$ cat config.mk
export PLATFORM = sky130hd
export DESIGN_NAME = microsecond_alarm_timer_top
export DESIGN_NICKNAME = d
export VERILOG_FILES = /design/src/hdl/mat_pkg.sv /design/src/hdl/mat_alarm_bank.sv /design/src/hdl/mat_stopwatch.sv /design/src/hdl/microsecond_alarm_timer_top.sv
export VERILOG_INCLUDE_DIRS = /design/src /design/src/hdl
export SDC_FILE = /design/constraint.sdc
export NUM_CORES = 1
export LEC_CHECK = 0
export ABC_CLOCK_PERIOD_IN_PS = 3300
export BUFFER_PORTS_ARGS = -buffer_cell sky130_fd_sc_hd__buf_2
export CAP_MARGIN = 20
export CORE_MARGIN = 1.5
export CORE_UTILIZATION = 30
export CTS_CLUSTER_SIZE = 40
export DETAILED_ROUTE_END_ITERATION = 8
export GPL_TIMING_DRIVEN = 0
export HOLD_SLACK_MARGIN = 0.08
export PLACE_DENSITY = 0.58
export SLEW_MARGIN = 20
export SYNTH_ARGS = -nofsm -noshare
export SYNTH_HDL_FRONTEND = slang
export SYNTH_HIERARCHICAL = 1
export SYNTH_SLANG_ARGS = --single-unit
$ cat constraint.sdc
create_clock -name clk -period 3.3 [get_ports clk]
set_input_delay 0.33 -clock clk [delete_from_list [all_inputs] [get_ports clk]]
set_output_delay 0.33 -clock clk [all_outputs]
set_load 0.02 [all_outputs]
$ cat src/hdl/microsecond_alarm_timer_top_macros.svh
// Assertion macros for the microsecond alarm timer.
// Included by microsecond_alarm_timer_top.sv; needs no other file.
`ifndef MICROSECOND_ALARM_TIMER_TOP_MACROS_SVH
`define MICROSECOND_ALARM_TIMER_TOP_MACROS_SVH

`ifndef SYNTHESIS
// Antecedent and consequent in the same cycle.
`define MAT_ASSERT_SAME(lbl, clk, rst_n, ante, cons, msg) \
    lbl: assert property (@(posedge clk) disable iff (!rst_n) (ante) |-> (cons)) \
        else $error(msg);
// Consequent in the cycle after the antecedent.
`define MAT_ASSERT_NEXT(lbl, clk, rst_n, ante, cons, msg) \
    lbl: assert property (@(posedge clk) disable iff (!rst_n) (ante) |=> (cons)) \
        else $error(msg);
`else
`define MAT_ASSERT_SAME(lbl, clk, rst_n, ante, cons, msg)
`define MAT_ASSERT_NEXT(lbl, clk, rst_n, ante, cons, msg)
`endif

`endif

$ cat src/hdl/mat_pkg.sv
// Shared types and constants for the microsecond alarm timer.
// No dependencies; imported by every module of the block.
package mat_pkg;

    localparam int NUM_ALARMS_DEF = 3;
    localparam int COUNT_BITS_DEF = 32;
    localparam int IN_TDATA_W     = 72;
    localparam int OUT_TDATA_W    = 72;

    typedef enum logic [2:0] {
        CMD_TICK     = 3'd0,
        CMD_SET      = 3'd1,
        CMD_CANCEL   = 3'd2,
        CMD_SW_START = 3'd3,
        CMD_SW_STOP  = 3'd4
    } mat_cmd_t;

    typedef struct packed {
        mat_cmd_t    cmd;
        logic [1:0]  alarm_channel;
        logic [31:0] delay_us;
        logic [31:0] alarm_parameter;
    } mat_req_t;

    typedef struct packed {
        logic        fired;
        logic [1:0]  channel;
        logic [31:0] fired_parameter;
    } mat_fire_t;

endpackage

$ cat src/hdl/mat_alarm_bank.sv
// Compare channels of the alarm timer: compare values, enables, match flags, parameters.
// Depends on mat_pkg.
module mat_alarm_bank
    import mat_pkg::*;
#(
    parameter int NUM_ALARMS = NUM_ALARMS_DEF,
    parameter int COUNT_BITS = COUNT_BITS_DEF
)
(
    input  logic                  clk,
    input  logic                  rst_n,
    input  logic                  en,
    input  mat_req_t              req,
    input  logic [COUNT_BITS-1:0] count,
    input  logic [COUNT_BITS-1:0] count_inc,
    output mat_fire_t             fire
);

    logic [COUNT_BITS-1:0] compare_reg  [NUM_ALARMS];
    logic [COUNT_BITS-1:0] compare_next [NUM_ALARMS];
    logic [31:0]           param_reg    [NUM_ALARMS];
    logic [31:0]           param_next   [NUM_ALARMS];
    logic [NUM_ALARMS-1:0] enable_reg;
    logic [NUM_ALARMS-1:0] enable_next;
    logic [NUM_ALARMS-1:0] flag_reg;
    logic [NUM_ALARMS-1:0] flag_next;
    logic [NUM_ALARMS-1:0] flag_hit;
    logic [COUNT_BITS-1:0] arm_value;
    logic                  found;

    // The delay is a signed offset from the current count.
    assign arm_value = count + COUNT_BITS'($signed(req.delay_us));

    always_comb
    begin
        compare_next = compare_reg;
        param_next   = param_reg;
        enable_next  = enable_reg;
        flag_next    = flag_reg;
        fire         = '0;
        found        = 1'b0;
        flag_hit     = '0;
        case (req.cmd)
            CMD_TICK:
            begin
                // Flags are raised on every equal channel; only the lowest
                // enabled, flagged channel is serviced.
                for (int i = 0; i < NUM_ALARMS; i++)
                begin
                    flag_hit[i]  = flag_reg[i] | (compare_reg[i] == count_inc);
                    flag_next[i] = flag_hit[i];
                    if (!found && enable_reg[i] && flag_hit[i])
                    begin
                        found                = 1'b1;
                        flag_next[i]         = 1'b0;
                        enable_next[i]       = 1'b0;
                        fire.fired           = 1'b1;
                        fire.channel         = 2'(i);
                        fire.fired_parameter = param_reg[i];
                    end
                end
            end
            CMD_SET:
            begin
                for (int i = 0; i < NUM_ALARMS; i++)
                begin
                    if (32'(req.alarm_channel) == 32'(i))
                    begin
                        compare_next[i] = arm_value;
                        param_next[i]   = req.alarm_parameter;
                        flag_next[i]    = 1'b0;
                        enable_next[i]  = 1'b1;
                    end
                end
            end
            CMD_CANCEL:
            begin
                for (int i = 0; i < NUM_ALARMS; i++)
                begin
                    if (32'(req.alarm_channel) == 32'(i))
                    begin
                        flag_next[i]   = 1'b0;
                        enable_next[i] = 1'b0;
                    end
                end
            end
            default:
            begin
            end
        endcase
    end

    always_ff @(posedge clk or negedge rst_n)
    begin
        if (!rst_n)
        begin
            enable_reg <= '0;
            flag_reg   <= '0;
            for (int i = 0; i < NUM_ALARMS; i++)
            begin
                compare_reg[i] <= '0;
                param_reg[i]   <= '0;
            end
        end
        else if (en)
        begin
            enable_reg  <= enable_next;
            flag_reg    <= flag_next;
            compare_reg <= compare_next;
            param_reg   <= param_next;
        end
    end

endmodule

$ cat src/hdl/mat_stopwatch.sv
// Stopwatch of the alarm timer: latches the count on start, gives elapsed count.
// Depends on mat_pkg.
module mat_stopwatch
    import mat_pkg::*;
#(
    parameter int COUNT_BITS = COUNT_BITS_DEF
)
(
    input  logic                  clk,
    input  logic                  rst_n,
    input  logic                  en,
    input  mat_cmd_t              cmd,
    input  logic [COUNT_BITS-1:0] count,
    output logic [31:0]           elapsed_us
);

    logic [COUNT_BITS-1:0] start_reg;
    logic [COUNT_BITS-1:0] diff;

    // Difference wraps modulo the counter width; the low 32 bits are reported.
    assign diff       = count - start_reg;
    assign elapsed_us = 32'(diff);

    always_ff @(posedge clk or negedge rst_n)
    begin
        if (!rst_n)
        begin
            start_reg <= '0;
        end
        else if (en && (cmd == CMD_SW_START))
        begin
            start_reg <= count;
        end
    end

endmodule

$ cat src/hdl/microsecond_alarm_timer_top.sv
// Top level of the microsecond alarm timer: counter, channel handshakes, result register.
// Depends on mat_pkg, mat_alarm_bank, mat_stopwatch and the assertion macro header.
//
// Usage. Requests arrive on the slave stream (s_tvalid, s_tready, s_tdata, s_tuser);
// s_tuser carries the command: tick, set alarm, cancel alarm, stopwatch start or
// stopwatch stop. Every request, whatever its command, produces exactly one result
// on the master stream (m_tvalid, m_tready, m_tdata, m_tuser). A tick advances the
// free-running counter by one and may service one alarm; a stop reports the time
// since the last start. All other requests give an all-zero result.
// The result of an accepted request is registered and presented in the cycle after
// acceptance. Throughput is one request per cycle while the receiver takes results, set
// by the single pass of compare, priority pick and update logic between the state
// registers and the result register.
// When the receiver stalls, the result register holds its contents and s_tready
// drops, so no request is taken until the pending result has been consumed; a
// result taken in the same cycle frees the register for the next request.
// Reset clears the counter, every channel (disabled, no flag, zero compare value
// and parameter), the stopwatch start and the result valid flag.
`include "microsecond_alarm_timer_top_macros.svh"

module microsecond_alarm_timer_top
    import mat_pkg::*;
#(
    parameter int NUM_ALARMS = NUM_ALARMS_DEF,
    parameter int COUNT_BITS = COUNT_BITS_DEF
)
(
    input  logic                   clk,
    input  logic                   rst_n,
    input  logic                   s_tvalid,
    output logic                   s_tready,
    // From bit 0: alarm_channel[1:0], delay_us[33:2], alarm_parameter[65:34], zeros.
    input  logic [IN_TDATA_W-1:0]  s_tdata,
    // command[2:0].
    input  logic [2:0]             s_tuser,
    output logic                   m_tvalid,
    input  logic                   m_tready,
    // From bit 0: fired_channel[1:0], fired_parameter[33:2], elapsed_us[65:34], zeros.
    output logic [OUT_TDATA_W-1:0] m_tdata,
    // From bit 0: alarm_fired[0], elapsed_valid[1].
    output logic [1:0]             m_tuser
);

    logic                  accept;
    mat_req_t              req;
    mat_fire_t             fire;
    logic [31:0]           elapsed_us;
    logic [COUNT_BITS-1:0] count_reg;
    logic [COUNT_BITS-1:0] count_next;
    logic [COUNT_BITS-1:0] count_inc;

    logic                  out_valid_reg;
    logic                  fired_reg;
    logic [1:0]            fired_channel_reg;
    logic [31:0]           fired_parameter_reg;
    logic                  elapsed_valid_reg;
    logic [31:0]           elapsed_us_reg;

    // A new request is taken whenever the result register is empty or being emptied.
    assign s_tready = !out_valid_reg || m_tready;
    assign accept   = s_tvalid && s_tready;

    assign req.cmd             = mat_cmd_t'(s_tuser);
    assign req.alarm_channel   = s_tdata[1:0];
    assign req.delay_us        = s_tdata[33:2];
    assign req.alarm_parameter = s_tdata[65:34];

    // The counter wraps at its full width; only tick requests advance it.
    assign count_inc  = count_reg + COUNT_BITS'(1);
    assign count_next = (req.cmd == CMD_TICK) ? count_inc : count_reg;

    mat_alarm_bank #(
        .NUM_ALARMS (NUM_ALARMS),
        .COUNT_BITS (COUNT_BITS)
    ) u_alarm_bank (
        .clk       (clk),
        .rst_n     (rst_n),
        .en        (accept),
        .req       (req),
        .count     (count_reg),
        .count_inc (count_inc),
        .fire      (fire)
    );

    mat_stopwatch #(
        .COUNT_BITS (COUNT_BITS)
    ) u_stopwatch (
        .clk        (clk),
        .rst_n      (rst_n),
        .en         (accept),
        .cmd        (req.cmd),
        .count      (count_reg),
        .elapsed_us (elapsed_us)
    );

    always_ff @(posedge clk or negedge rst_n)
    begin
        if (!rst_n)
        begin
            count_reg     <= '0;
            out_valid_reg <= 1'b0;
        end
        else
        begin
            if (accept)
            begin
                count_reg <= count_next;
            end
            if (accept)
            begin
                out_valid_reg <= 1'b1;
            end
            else if (m_tready)
            begin
                out_valid_reg <= 1'b0;
            end
        end
    end

    // Result payload; it is only loaded when a request is accepted.
    always_ff @(posedge clk)
    begin
        if (accept)
        begin
            fired_reg           <= fire.fired;
            fired_channel_reg   <= fire.channel;
            fired_parameter_reg <= fire.fired_parameter;
            elapsed_valid_reg   <= (req.cmd == CMD_SW_STOP);
            elapsed_us_reg      <= (req.cmd == CMD_SW_STOP) ? elapsed_us : 32'd0;
        end
    end

    assign m_tvalid = out_valid_reg;
    assign m_tdata  = {6'd0, elapsed_us_reg, fired_parameter_reg, fired_channel_reg};
    assign m_tuser  = {elapsed_valid_reg, fired_reg};

    // An alarm result and a stopwatch result never share one item.
    `MAT_ASSERT_SAME(a_fire_or_elapsed, clk, rst_n, m_tvalid, !(m_tuser[0] && m_tuser[1]), "alarm and elapsed results in the same item")
    // A pending result that is not taken blocks the input side.
    `MAT_ASSERT_SAME(a_stall_blocks_input, clk, rst_n, m_tvalid && !m_tready, !s_tready, "request accepted while the result register is full")
    // An accepted tick advances the counter by exactly one.
    `MAT_ASSERT_NEXT(a_tick_advances, clk, rst_n, accept && (req.cmd == CMD_TICK), count_reg == COUNT_BITS'($past(count_reg) + COUNT_BITS'(1)), "counter did not advance on a tick")

endmodule
==> flow_summary.json, run 1 <==
{
  "outcome": "finished, violations left",
  "failed_checks": "setup timing",
  "crit_family": "simple AND/OR/NAND/NOR gates",
  "min_period_ns": 3.68,
  "portBuffers": 142,
  "yosysSeqAreaShare_pct": 46.9,
  "hold_viol": 0,
  "grt_pass1_vias": 14300,
  "grt_max_degree": 99,
  "syn_to_final_growth_pct": 28.7,
  "critPathSlowestCell": "nor4_4",
  "overflow": 0,
  "ir_drop_mv": 0.332,
  "max_stage_delay_ns": 0.42,
  "finalMaxSlewViolations": 0,
  "worstPathCellList": "buf_6 > nand4_1 > buf_6 > nor4_4 > buf_6 > and3_4 > xor2_4 > buf_6 > xnor2_2 > nand4_1 > nor4_4 > a21oi_2 > nand2b_4 > nor3_4 > buf_12 > buf_12 > nand2_2 > a31oi_2",
  "syn_avg_cell_area_um2": 10.9,
  "ys_types": 82,
  "initial_core_util_pct": 30.4,
  "clock_latency_ns": 0.54,
  "setup_slack_ns": -0.384,
  "synth_seq_cells": 331,
  "h-tree-depth": 2,
  "drv_cap": 0,
  "fin_setup_tns_ns": -10.79,
  "place.gp.congestion": 0.898,
  "hp-class": "in -> reg",
  "grt_usage_pct": 16.8,
  "grt_pass1_wl_mm": 82.5,
  "final_util_pct": 39.1,
  "drt-total-wl_mm": 53.9,
  "syn_inst": 1684,
  "final_cell_mix": "dfrtp_1 (242), mux2_2 (176), nand2_1 (158), buf_2 (150), xnor2_1 (137)",
  "tightest_slew_ns": 0.886,
  "fin_nets": 2144,
  "async_reset_ff_share_pct": 79.5,
  "synth-edff-count": 68,
  "dr.pass1.iters": 5,
  "layout_commonest_cell": "dfrtp_1",
  "cp_data_required_time_ns": 3.66,
  "core_area_um2": 60500,
  "die_h_um": 250,
  "p_per_area_nw_per_um2": 523,
  "power.leakage_uw": 0.0104,
  "dieArea_um2": 62700,
  "fin_crit_sh_pct": 112,
  "syn-cell-area_um2": 18400,
  "fill_cells": 5714,
  "critPathCaptureType": "flop",
  "wl_per_cell_um": 19.2,
  "std_cell_rows": 90,
  "path_max_fanout": 7,
  "layout-drive-gt1-share_pct": 33.7,
  "vias": 14100,
  "drt_iter0_drc": 979,
  "die_x_um": 250,
  "crit_arrival_ns": 4.05,
  "viasPerCell": 5.03,
  "io_pins": 155,
  "whs_ns": 0.239,
  "crit_buf_inv": 6,
  "cts_made_buffers": 38,
  "start_kind": "flop",
  "ys_warn_count": 6,
  "path_common_cell": "buf_6",
  "critPathKind": "reg -> reg",
  "ant_nets": 0,
  "cts.sinks": 331,
  "setup_violations": 38,
  "skew_ns": 0.0203,
  "antenna_found_initial": 8,
  "slew_headroom_pct": 40.9,
  "clockBufferDepth": 3,
  "clk_pin_slew_ns": 0.06,
  "rsz0062_at_grt": "yes",
  "cts_tree": "built",
  "synth-main-ff-cell": "dfrtp_1",
  "dp_hpwl_mm": 38.2,
  "fmax_mhz": 271,
  "cts-root-buf": "clkbuf_16",
  "drc_errors": 0
}
[Yosys cell counts, types with 5 or more instances]
master,number,share of area (%)
dfrtp_1,263,36
mux2_2,176,11
nand2_1,174,3.6
xnor2_1,173,8.2
edfxtp_1,68,11
a21oi_1,63,1.7
ha_1,63,4.3
nand3_1,63,1.7
nor2_1,60,1.2
nand4_1,49,1.7
inv_1,48,0.98
o21ai_0,46,1.3
and2_1,41,1.4
a31oi_1,40,1.4
clkbuf_1,37,0.76
xor2_1,37,1.8
a21o_1,25,1.0
buf_2,24,0.65
mux2_1,19,1.2
nor3_1,15,0.41
nor4_1,15,0.51
nand2b_1,12,0.41
and3_1,11,0.37
o21a_1,11,0.45
buf_4,9,0.37
o21ai_1,8,0.22
nor2b_1,7,0.24
o211ai_1,7,0.29
a211oi_1,6,0.25
and4_1,6,0.29
o31ai_1,6,0.25
a21oi_2,5,0.24
buf_6,5,0.31
nand4b_1,5,0.24
[cell type report]
| type | instances | area, um^2 | share of cell area (%) |
|---|---|---|---|
| Multi-Input combinational cell | 1232 | 10100 | 42.7 |
| Buffer | 74 | 551 | 2.33 |
| Clock inverter | 11 | 83.8 | 0.355 |
| Tap cell | 782 | 978 | 4.14 |
| Clock buffer | 56 | 1100 | 4.65 |
| Inverter | 48 | 180 | 0.762 |
| Sequential cell | 331 | 8650 | 36.6 |
| Antenna cell | 4 | 10.0 | 0.0423 |
| Timing Repair Buffer | 275 | 2000 | 8.47 |
[timing repair]
action	in CTS	in global routing
setup endpoints to repair	71	86
endpoints found under the hold margin	167	0
hold buffers	34	0
resized for setup	153	69
buffers inserted	76	16
pin swaps	31	44
gates cloned	2	3
[metrics by stage]
step                power (uW)  instances  worst slack (ns)  cell area [um^2]
floorplan                 7140       1689           0.00186             18500
global placement          7940       2613             -2.91             20100
detailed placement        8030       2617             -1.42             20200
CTS                      12400       2793            -0.358             23100
global route             13000       2812            -0.487             23600
finish                   12400       2813            -0.384             23600
[cells by family (layout without fill, tap and decap cells)]
family / after synthesis / count (layout) / share of synthesized area [%]
compound gates: 262 / 262 / 9.59
other cells: 1 / 10 / 0.0204
mux: 199 / 199 / 12.2
fa+ha+maj: 65 / 65 / 4.51
simple gates: 490 / 490 / 13.6
flops: 331 / 331 / 46.9
buf+inv: 126 / 464 / 3.13
xor+xnor: 210 / 210 / 10.0
[report_power, final]
group          internal, uW  total, uW  switching [uW]  leakage, uW
clock                  2380       4080            1700     0.000584
sequential             4740       5100             360      0.00413
combinational          1520       3190            1670      0.00573
[worst reg2reg max path: cells and delay by family, from the launching register on]
family	cells	cell delay, ns
flops	1	0.38
xor+xnor	2	0.31
simple gates	8	1.61
buf+inv	6	0.88
compound gates	2	0.34
[worst paths after layout]
check	startpoint	to	slack, ns	cells after the start
worst max register to register	count_reg[10]$_DFFE_PN0P_	fired_parameter_reg[6]$_DFFE_PP_	-0.38	18
worst min register to register	u_stopwatch/start_reg[17]$_DFFE_PN0P_	u_stopwatch/start_reg[17]$_DFFE_PN0P_	0.50	1
min in group asynchronous	rst_n	u_alarm_bank/param_reg[74]$_DFFE_PN0P_	0.34	2
max in group asynchronous	rst_n	count_reg[27]$_DFFE_PN0P_	1.99	3
worst max-delay path	count_reg[10]$_DFFE_PN0P_	fired_parameter_reg[6]$_DFFE_PP_	-0.38	18
worst min-delay path	m_tready	m_tvalid$_DFFE_PN0P_	0.24	3
[layer usage]
layer	up-vias	routed length [um]	share of wire (%)	track usage, %
li1	6615	-	-	-
met5	-	40	0.074	0
met4	8	1580	2.9	6.25
met3	81	2230	4.1	2.32
met1	7112	23700	44	22.2
met2	332	26400	49	28.1
(Power assumes the default switching activity.)
==> inputs of run 2 (changes only) <==
- CORE_ASPECT_RATIO: unset -> 1.2
==> flow_summary.json, run 2 (same netlist as run 1, synthesis figures left out) <==
{
  "total_power_uw": 12500,
  "die_h_um": 274,
  "rr_startpoint": "count_reg[10]$_DFFE_PN0P_",
  "antenna_cells": 0,
  "fin_cells": 2850,
  "clock_latency_ns": 0.57,
  "slew_headroom_pct": 45.9,
  "rsz0062_at_grt": "yes",
  "cts-root-buf": "clkbuf_16",
  "portBuffers": 142,
  "worstHoldStart": "s_tdata[2]",
  "cts_tree": "built",
  "dr.pass1.iters": 6,
  "skew_ns": 0.0504,
  "grt_usage_pct": 16.3,
  "layout_commonest_cell": "dfrtp_1",
  "use_met3_pct": 2.43,
  "crit_family": "simple AND/OR/NAND/NOR gates",
  "cp_data_required_time_ns": 3.60,
  "antenna_found_initial": 4,
  "busiest_layer": "met2",
  "r2r_end": "fired_parameter_reg[6]$_DFFE_PP_",
  "rrSetupSlack_ns": -0.43,
  "path_max_fanout": 7,
  "final_cell_mix": "dfrtp_1 (237), mux2_2 (176), nand2_1 (166), buf_2 (153), xnor2_1 (141)",
  "ant_nets": 0,
  "grt_pass1_vias": 13900,
  "grt_pass1_wl_mm": 80.1,
  "hp-class": "in -> reg",
  "wl_per_cell_um": 18.4,
  "fin_crit_sh_pct": 113,
  "whs_ns": 0.196,
  "power.leakage_uw": 0.0105,
  "drt-total-wl_mm": 52.5,
  "clk_pin_slew_ns": 0.06,
  "endpoint": "fired_parameter_reg[6]$_DFFE_PP_",
  "globalRouteMet2Util_pct": 27.5,
  "setup_slack_ns": -0.435,
  "start_kind": "flop",
  "clockBufferDepth": 3,
  "h-tree-depth": 2,
  "cp-startpoint": "count_reg[10]$_DFFE_PN0P_",
  "dp_slack_ns": -1.48,
  "setup_violations": 39,
  "worstPathCellList": "buf_6 > nand4_1 > nor4_4 > buf_4 > buf_4 > buf_4 > xor2_4 > buf_6 > xnor2_1 > nand4_1 > nor4_4 > buf_4 > a21oi_1 > and2b_2 > nor3_4 > buf_12 > buf_12 > buf_16 > nand2_1 > a31oi_1",
  "path_common_cell": "buf_4",
  "max_stage_delay_ns": 0.39,
  "core_area_um2": 60700,
  "critPathCaptureType": "flop",
  "vias": 14200,
  "initial_core_util_pct": 30.3,
  "hold_viol": 0,
  "crit_cells": 20,
  "use_met1_pct": 20.5,
  "dieArea_um2": 62800,
  "fmax_mhz": 268,
  "std_cell_rows": 99,
  "dp_cells": 2642,
  "layout-drive-gt1-share_pct": 33.7,
  "final_util_pct": 39.2,
  "r2r.worst_path.cells": 20,
  "finalMaxSlewViolations": 0,
  "dp_hpwl_mm": 38.0,
  "cts_made_buffers": 37,
  "p_per_area_nw_per_um2": 527,
  "place.gp.congestion": 0.876,
  "ir_drop_mv": 0.344,
  "crit_buf_inv": 9,
  "overflow": 0,
  "fin_nets": 2157,
  "critPathSlowestCell": "nor4_4",
  "die_x_um": 229,
  "critPathKind": "reg -> reg",
  "min_period_ns": 3.73,
  "io_pins": 155,
  "tightest_slew_ns": 0.811,
  "syn_to_final_growth_pct": 29.3,
  "drt_iter0_drc": 807,
  "cts.sinks": 331,
  "grt_max_degree": 100,
  "failed_checks": "setup timing",
  "drc_errors": 0,
  "outcome": "finished, violations left",
  "crit_arrival_ns": 4.03,
  "viasPerCell": 4.99,
  "drv_cap": 0
}
==> run 2: changes by cell type in the layout (fill, tap and decap cells not counted), sizes merged <==
cell,before,now
diode,4,0
clkbuf,96,87
buf,275,294
bufinv,1,2
clkinv,9,13
==> run 2: what timing repair did <==
action | in CTS | in global routing
hold endpoints to repair | 170 | 0
setup buffers | 61 | 50
pin swaps | 37 | 35
resized for setup | 150 | 56
gates cloned | 3 | 0
endpoints found under the setup margin | 62 | 71
hold buffers | 34 | 0
==> run 2: worst min path at each step <==
stage                                         endpoint  cells past startpoint
6_report       u_alarm_bank/compare_reg[0]$_DFFE_PN0P_                      3
5_1_grt                           m_tvalid$_DFFE_PN0P_                      3
4_1_cts        u_alarm_bank/compare_reg[0]$_DFFE_PN0P_                      3
3_5_place_dp                      m_tvalid$_DFFE_PN0P_                      1
3_3_place_gp      u_stopwatch/start_reg[0]$_DFFE_PN0P_                      2
2_1_floorplan                 count_reg[0]$_DFFE_PN0P_                      0
==> run 2: per-layer routing <==
| metal | vias up | wire length (um) |
|---|---|---|
| li1 | 6640 | - |
| met1 | 7044 | 21900 |
| met2 | 399 | 25600 |
| met3 | 119 | 2570 |
| met4 | 8 | 2390 |
| met5 | - | 34 |
==> run 2: cell type report <==
type                            instances  area [um^2]
Fill cell                            5863        36900
Multi-Input combinational cell       1232        10100
Sequential cell                       331         8660
Timing Repair Buffer                  291         2100
Clock buffer                           52         1100
Tap cell                              808         1010
Buffer                                 72          473
Inverter                               48          180
Clock inverter                         16          176
==> run 2: tightest hold or removal path: cells and delay by family <==
kind	cells	cell delay [ns]
adder cells (fa/ha/maj)	1	0.17
multiplexers	1	0.15
buffers and inverters	1	0.08
==> run 2: stage by stage <==
stage | cell area (um^2) | setup TNS, ns
after detailed placement | 20300 | -60.00
final | 23800 | -12.80
after global placement | 20200 | -907.99
after floorplan | 18500 | 0
after CTS | 23200 | -9.76
after global routing | 23800 | -18.16
==> run 2: where the power goes <==
| group | internal (uW) | switching (uW) | leakage [uW] | total, uW |
|---|---|---|---|---|
| registers | 4740 | 345 | 0.00412 | 5080 |
| clock network | 2510 | 1730 | 0.000633 | 4240 |
| logic | 1540 | 1660 | 0.00575 | 3210 |
==> inputs of run 3 (changes only) <==
- CTS_BUF_LIST: unset -> sky130_fd_sc_hd__clkbuf_4
==> flow_summary.json, run 3 (same netlist as run 1, synthesis figures left out) <==
{
  "outcome": "finished, violations left",
  "failed_checks": "setup timing",
  "ir_drop_mv": 0.267,
  "grt_max_degree": 100,
  "crit_arrival_ns": 4.37,
  "final_cell_mix": "dfrtp_1 (236), mux2_2 (176), nand2_1 (153), buf_2 (153), xnor2_1 (140)",
  "die_h_um": 274,
  "fin_crit_sh_pct": 113,
  "io_pins": 155,
  "grt_pass1_wl_mm": 82.2,
  "drv_cap": 0,
  "cts_tree": "built",
  "fmax_mhz": 269,
  "grt_usage_pct": 16.8,
  "dp_cells": 2642,
  "h-tree-depth": 3,
  "vias": 14500,
  "start_kind": "flop",
  "p_per_area_nw_per_um2": 499,
  "cts_made_buffers": 83,
  "fin_cells": 2931,
  "syn_to_final_growth_pct": 29.4,
  "power.leakage_uw": 0.0106,
  "slew_headroom_pct": 44.3,
  "place.gp.congestion": 0.876,
  "dieArea_um2": 62800,
  "layout_commonest_cell": "dfrtp_1",
  "grt_pass1_vias": 14500,
  "finalMaxSlewViolations": 0,
  "critPathKind": "reg -> reg",
  "std_cell_rows": 99,
  "initial_core_util_pct": 30.3,
  "fin_nets": 2204,
  "cts.sinks": 331,
  "setup_slack_ns": -0.420,
  "fin_setup_tns_ns": -12.40,
  "layout-drive-gt1-share_pct": 36.1,
  "clock_latency_ns": 0.85,
  "drt-total-wl_mm": 53.6,
  "ant_nets": 0,
  "wl_per_cell_um": 18.3,
  "min_period_ns": 3.72,
  "drt_iter0_drc": 884,
  "dp_hpwl_mm": 38.0,
  "hold_viol": 0,
  "portBuffers": 142,
  "rsz0062_at_grt": "yes",
  "dp_slack_ns": -1.48,
  "cp_data_required_time_ns": 3.95,
  "clockBufferDepth": 3,
  "skew_ns": 0.0772,
  "setup_violations": 39,
  "critPathCaptureType": "flop",
  "clk_pin_slew_ns": 0.07,
  "overflow": 0,
  "rrSetupSlack_ns": -0.42,
  "path_max_fanout": 5,
  "antenna_found_initial": 6,
  "tightest_slew_ns": 0.836,
  "dr.pass1.iters": 4,
  "hp-class": "in -> reg",
  "viasPerCell": 4.96,
  "core_area_um2": 60700,
  "whs_ns": 0.151,
  "cts-root-buf": "clkbuf_4",
  "die_x_um": 229,
  "fill_cells": 5939,
  "drc_errors": 0
}
[run 3: changes by cell type in the layout (fill, tap and decap cells not counted), moves of 5 or more]
cell | before | now
clkbuf_4 | 3 | 126
clkbuf_16 | 38 | 0
dlygate4sd3_1 | 34 | 49
nand2_1 | 166 | 153
buf_4 | 104 | 94
clkbuf_8 | 11 | 1
clkinv_1 | 4 | 11
nand2_4 | 2 | 9
nand2_2 | 10 | 16
a31oi_4 | 1 | 6
xnor2_2 | 15 | 20
[run 3: final timing paths]
| kind | cells past startpoint | startpoint | to |
|---|---|---|---|
| min | 6 | s_tdata[31] | u_alarm_bank/compare_reg[63]$_DFFE_PN0P_ |
| min reg2reg | 2 | u_alarm_bank/compare_reg[95]$_DFFE_PN0P_ | u_alarm_bank/compare_reg[95]$_DFFE_PN0P_ |
| max in group asynchronous | 5 | rst_n | u_alarm_bank/param_reg[17]$_DFFE_PN0P_ |
| min in group asynchronous | 3 | rst_n | count_reg[31]$_DFFE_PN0P_ |
| max | 18 | count_reg[13]$_DFFE_PN0P_ | fired_parameter_reg[21]$_DFFE_PP_ |
| max reg2reg | 18 | count_reg[13]$_DFFE_PN0P_ | fired_parameter_reg[21]$_DFFE_PP_ |
[run 3: routing by layer]
metal	vias up	wire [um]	GRT usage (%)
met1	7191	22100	20.4
met3	125	2820	3.34
met2	412	26500	28.7
li1	6789	-	-
met4	8	2150	7.76
met5	-	37	0
[run 3: through the flow]
stage          util [%]  cell area (um^2)  power, uW
3_5_place_dp       33.4             20300       7990
5_1_grt            39.2             23800      12600
2_1_floorplan         -             18500       7140
4_1_cts            38.5             23400      11900
3_3_place_gp       33.2             20200       7930
6_report           39.2             23800      11900
[run 3: critical path, stage by stage, from the launching register on]
cell and delay, ns:
dfrtp_1 0.38, buf_6 0.13, nand4_1 0.09, buf_6 0.15, nor4_4 0.25, buf_4 0.18, and3_4 0.21, xor2_4 0.27
buf_6 0.15, xnor2_2 0.11, nand4_1 0.22, nor4_4 0.36, a21oi_2 0.12, nand2b_4 0.16, nor3_4 0.19, buf_6 0.19
buf_12 0.13, nand2_4 0.05, a31oi_4 0.18
[run 3: layout make-up]
cell class | instances | area, um^2 | share of cell area (%)
tap | 808 | 1010 | 4.25
timing repair buffer | 293 | 2150 | 9.05
multi-input combinational | 1232 | 10200 | 42.8
antenna | 3 | 7.51 | 0.0316
sequential | 331 | 8660 | 36.4
inverter | 48 | 180 | 0.758
clock buffer | 126 | 946 | 3.98
clock inverter | 19 | 146 | 0.616
buffer | 71 | 497 | 2.09
[run 3: where the power goes]
part	leakage [uW]	switching [uW]	internal, uW
Combinational	0.00588	1640	1510
Sequential	0.00412	371	4730
Clock	0.000650	1710	1900
[run 3: timing repair]
item | in CTS | in global routing
setup buffers | 76 | 18
gates cloned | 5 | 0
hold buffers | 50 | 0
hold endpoints to repair | 301 | 0
resized for setup | 163 | 69
pin swaps | 47 | 31
setup endpoints to repair | 57 | 70
